<file path="src/rtl/mi3_pkg.sv">
// shared constants, index tables and types for the 3x3 matrix inverse pipeline
package mi3_pkg;

   // default field widths
   localparam int IN_WIDTH_DEF  = 16;
   localparam int OUT_WIDTH_DEF = 32;

   // matrix size
   localparam int N_ELEM = 9;
   localparam int N_ROW  = 3;

   // cofactor k (adjugate order) = e[a]*e[b] - e[c]*e[d], elements in row order
   localparam int MINOR_IDX [N_ELEM][4] = '{
      '{4, 8, 7, 5},
      '{7, 2, 1, 8},
      '{1, 5, 4, 2},
      '{6, 5, 3, 8},
      '{0, 8, 6, 2},
      '{3, 2, 0, 5},
      '{3, 7, 6, 4},
      '{6, 1, 0, 7},
      '{0, 4, 3, 1}
   };

   // adjugate entries of the first column, paired with the first row for the determinant
   localparam int DET_COL [N_ROW] = '{0, 3, 6};

   // per-lane status carried along the divider
   typedef struct packed {
      logic neg;
      logic ovf;
   } lane_flag_type;

endpackage

</file>
<file path="src/rtl/mi3_sat.sv">
// saturation, sign and singular masking into the output register
module mi3_sat #(
   parameter int OUT_WIDTH = mi3_pkg::OUT_WIDTH_DEF
) (
   input  logic                   clock,
   input  logic                   reset,
   input  logic                   en,
   input  logic                   in_valid,
   input  logic [OUT_WIDTH-1:0]   quo_i [mi3_pkg::N_ELEM],
   input  mi3_pkg::lane_flag_type flag_i [mi3_pkg::N_ELEM],
   input  logic                   sing_i,
   output logic                   out_valid,
   output logic [OUT_WIDTH-1:0]   q_o [mi3_pkg::N_ELEM],
   output logic                   sing_o
);

   logic [OUT_WIDTH-1:0] lim [mi3_pkg::N_ELEM];
   logic [OUT_WIDTH-1:0] mag [mi3_pkg::N_ELEM];
   logic [OUT_WIDTH-1:0] q_in [mi3_pkg::N_ELEM];
   logic [OUT_WIDTH-1:0] q_ff [mi3_pkg::N_ELEM];
   logic                 sing_ff;
   logic                 val_ff;

   // clamp magnitude to the signed range, then apply the sign
   always_comb begin
      for (int l = 0; l < mi3_pkg::N_ELEM; l++) begin
         lim[l] = {1'b0, {(OUT_WIDTH-1){1'b1}}} + OUT_WIDTH'(flag_i[l].neg);
         mag[l] = (flag_i[l].ovf || quo_i[l] > lim[l]) ? lim[l] : quo_i[l];
         if (sing_i) begin
            q_in[l] = '0;
         end else if (flag_i[l].neg) begin
            q_in[l] = -mag[l];
         end else begin
            q_in[l] = mag[l];
         end
      end
   end

   // output payload
   always_ff @(posedge clock) begin
      if (en) begin
         q_ff    <= q_in;
         sing_ff <= sing_i;
      end
   end

   // output valid
   always_ff @(posedge clock) begin
      if (reset) begin
         val_ff <= 1'b0;
      end else if (en) begin
         val_ff <= in_valid;
      end
   end

   assign out_valid = val_ff;
   assign q_o       = q_ff;
   assign sing_o    = sing_ff;

endmodule

</file>
<file path="config.mk">
export PLATFORM = sky130hd
export DESIGN_NAME = mi3_sat
export DESIGN_NICKNAME = d
export VERILOG_FILES = /design/src/rtl/mi3_pkg.sv /design/src/rtl/mi3_sat.sv
export SDC_FILE = /design/constraint.sdc
export NUM_CORES = 1
export LEC_CHECK = 0
export BUFFER_PORTS_ARGS = -buffer_cell sky130_fd_sc_hd__buf_2
export CAP_MARGIN = 20
export CORE_MARGIN = 2
export CORE_UTILIZATION = 44
export DETAILED_ROUTE_END_ITERATION = 8
export GPL_TIMING_DRIVEN = 0
export PLACE_DENSITY = 0.71
export SYNTH_ARGS = -nofsm -noshare
export SYNTH_HDL_FRONTEND = slang
export SYNTH_SLANG_ARGS = --single-unit
</file>
<file path="constraint.sdc">
create_clock -name clock -period 6.45 [get_ports clock]
set_input_delay 0.645 -clock clock [delete_from_list [all_inputs] [get_ports clock]]
set_output_delay 0.645 -clock clock [all_outputs]
set_load 0.005 [all_outputs]
</file>
==> flow_summary.ini <==
[timing]
timing.final.crit_share = 0.943
setup_viol = 0
final_hold_viol_count = 0
finClkSkew_ns = 0
slew_headroom = 0.245
setup_tns_ns = 0
fmax_ghz = 0.164
timing.hold.ws_ns = 0.236
finalMaxSlewViolations = 0
period_minus_slack_ns = 6.08
rsz0062_at_grt = no
tightest_slew_ns = 1.13

[grt]
antenna_found_initial = 33
grt.total_usage = 0.302
busiest_layer = met2
met3_usage = 0.0659
grt_max_degree = 122
grt_pass1_vias = 24401
grtUsageMet1 = 0.384
grt_overflow = 0
grt_pass1_wl_um = 142000
grt.met2_usage = 0.492

[cts]
cts_inserted_buffers = 38
cts_hold_buffers = 0
htreeDepth = 2
clockRootBuffer = clkbuf_16
clk_latency_ns = 0.56
clock_sinks = 290
clockBufferDepth = 3
clkTransAtPathRegs_ns = 0.06
tritoncts = yes

[route]
via_count = 26597
drt_iter0_markers = 2108
final_antenna_net_count = 0
drt_pass1_iterations = 6
wl_per_cell_um = 21.7
remaining_drc_errors = 0
routed_wl_um = 94700
vias_per_cell = 6.08

[worst_setup_path]
cp_cell_sequence = buf_4 -> clkinvlp_4 -> clkbuf_2 -> ha_1 -> nand4_1 -> a2111oi_0 -> or4_1 -> a2bb2oi_2 -> nor2_1 -> clkbuf_1 -> a21oi_1 -> ha_2 -> nand4b_1 -> or3_1 -> nand3b_1 -> or3_1 -> or3_1 -> nand3_1 -> nand2_1 -> a221oi_1
critPathArrivalTime_ns = 6.41
critPathLaunchType = input pin
critPathMaxStageDelay_ns = 0.46
cp_slowest_cell = or3_1
crit_top_cell = or3_1
critical_path_class = in -> reg
endpoint_kind = flop
cp_max_fo = 34
ff2ff_setup_slack_ns = 5.86
crit_family = simple AND/OR/NAND/NOR gates
path_buf_inv = 4
worstPathRequired_ns = 6.78

[synth]
synth_area_um2 = 25600
muxShareOfSynthArea = 0.0284
synth_cell_types = 73
syn-num-nets = 3518
synth-xor-area-share = 0.0195
ys_ff_latch = 290
syn_avg_cell_area_um2 = 8.80
synth_top_family_by_area = compound AO/OA/AOI/OAI gates
ys.flop_type = edfxtp_1
seq_area_frac_synth = 0.340
async_flop_share = 0
synthAdderAreaFrac = 0.145
yosysWarnings = 0
synthSimpleGateAreaFrac = 0.217
synth_cells = 2910
synth_edf_count = 289
synth_compound_area_frac = 0.222

[finish]
drive_above_1_share = 0.206
final_common_cell = buf_2
n_fill_cell = 5427
areaGrowthSynthToFinish_pct = 21.3
final_area_um2 = 31100
seq_area_um2 = 8700
multi_input_area_um2 = 16300
post-route-util = 0.539
nNetsFinal = 4164
mostFrequentLayoutCells = buf_2, nor2_1, ha_1

[power_and_ir_drop]
leakage_nw = 12.6
ir_worst_vdd_v = 0.000186
power_density_nw_per_um2 = 196

[floorplanning]
die-area_um2 = 60200
core.rowCount = 88
die_w_um = 245
ios = 601
initial_core_util = 0.445
die_h_um = 245
core_area_um2 = 57600

[worst_hold_path]
min_path_type = in -> reg

[placed_design]
gp_congestion = 0.977
io_buffers = 600
placed_area_um2 = 29700
detailed_place_hpwl_um = 73200

[job]
drv_cap = 0

[run_status]
outcome = finished, final reports clean
## Yosys cell counts, drive strengths merged, types with 36 or more instances
cell type / count / area share
o22a: 40 / 0.014
clkbuf: 148 / 0.022
nor4: 47 / 0.011
a21o: 95 / 0.028
edfxtp: 289 / 0.34
a21oi: 220 / 0.043
o31ai: 36 / 0.011
nor2: 407 / 0.060
nand2: 172 / 0.025
a211oi: 73 / 0.021
o32ai: 58 / 0.020
nand4: 74 / 0.018
mux2i: 66 / 0.026
or3: 61 / 0.015
nor3: 174 / 0.034
o21ai: 168 / 0.033
nand3: 61 / 0.012
ha: 297 / 0.15
## state kept, by name, summed over array words and instances, names as in the netlist
name and count:
q_o 288, out_valid 1, sing_o 1
## where the power goes
group,leakage (nW),total [mW],internal (mW),switching (mW)
clock network,0.574,2.07,1.19,0.881
logic,9.21,1.66,0.623,1.03
registers,2.80,2.35,2.30,0.0535
total,12.6,6.08,4.11,1.97
## kinds of logic after synthesis
| group | count (synthesis) |
|---|---|
| muxes | 72 |
| and+or+nand+nor | 1150 |
| AOI/OAI and AO/OA | 855 |
| DFF | 290 |
| adders and majority gates | 297 |
| xor gates and xnor gates | 57 |
| buffers and inverters | 189 |
## repair_timing
action	CTS	global route
buffers inserted	0	7
resized for setup	13	26
setup endpoints to repair	24	36
pin swaps	0	1
endpoints found under the hold margin	0	0
## worst reg2reg max path: cells and delay by family, from the launching register on
kind	cells	cell delay, ns
muxes	1	0.13
DFF	1	0.31
and+or+nand+nor	1	0.05
## area by class of cell
cell class | count | share of cell area
inverters | 28 | 0.00379
diodes | 23 | 0.00185
plain buffers | 156 | 0.0193
clock inverters | 24 | 0.00624
flip-flops and latches | 290 | 0.280
repair buffers | 611 | 0.102
clock buffers | 44 | 0.0320
multi-input cells | 2431 | 0.524
well taps | 765 | 0.0308
## per-layer routing
layer | up-vias | wire (µm)
li1 | 12631 | -
met1 | 12504 | 37700
met2 | 1205 | 44300
met3 | 233 | 8450
met4 | 24 | 4130
met5 | - | 156
## path summary, 6_finish.rpt
kind                                             start                endpoint  cells past startpoint
worst max-delay path                        flag_i[11]  q_o[186]$_SDFFCE_PP0P_                     20
worst max register to register  out_valid$_SDFFE_PP0P_  out_valid$_SDFFE_PP0P_                      2
worst min-delay path                             reset  out_valid$_SDFFE_PP0P_                      2
worst min register to register  out_valid$_SDFFE_PP0P_  out_valid$_SDFFE_PP0P_                      2
## through the flow
step           power [mW]  cells  worst slack (ns)
3_3_place_gp         3.99   4275             -1.45
2_1_floorplan        3.22   2910             0.943
4_1_cts              6.10   4347            0.0110
6_report             6.08   4372             0.367
3_5_place_dp         4.01   4279             -1.40
5_1_grt              6.38   4369           0.00743
No activity file was read; power rests on OpenSTA's default activity.
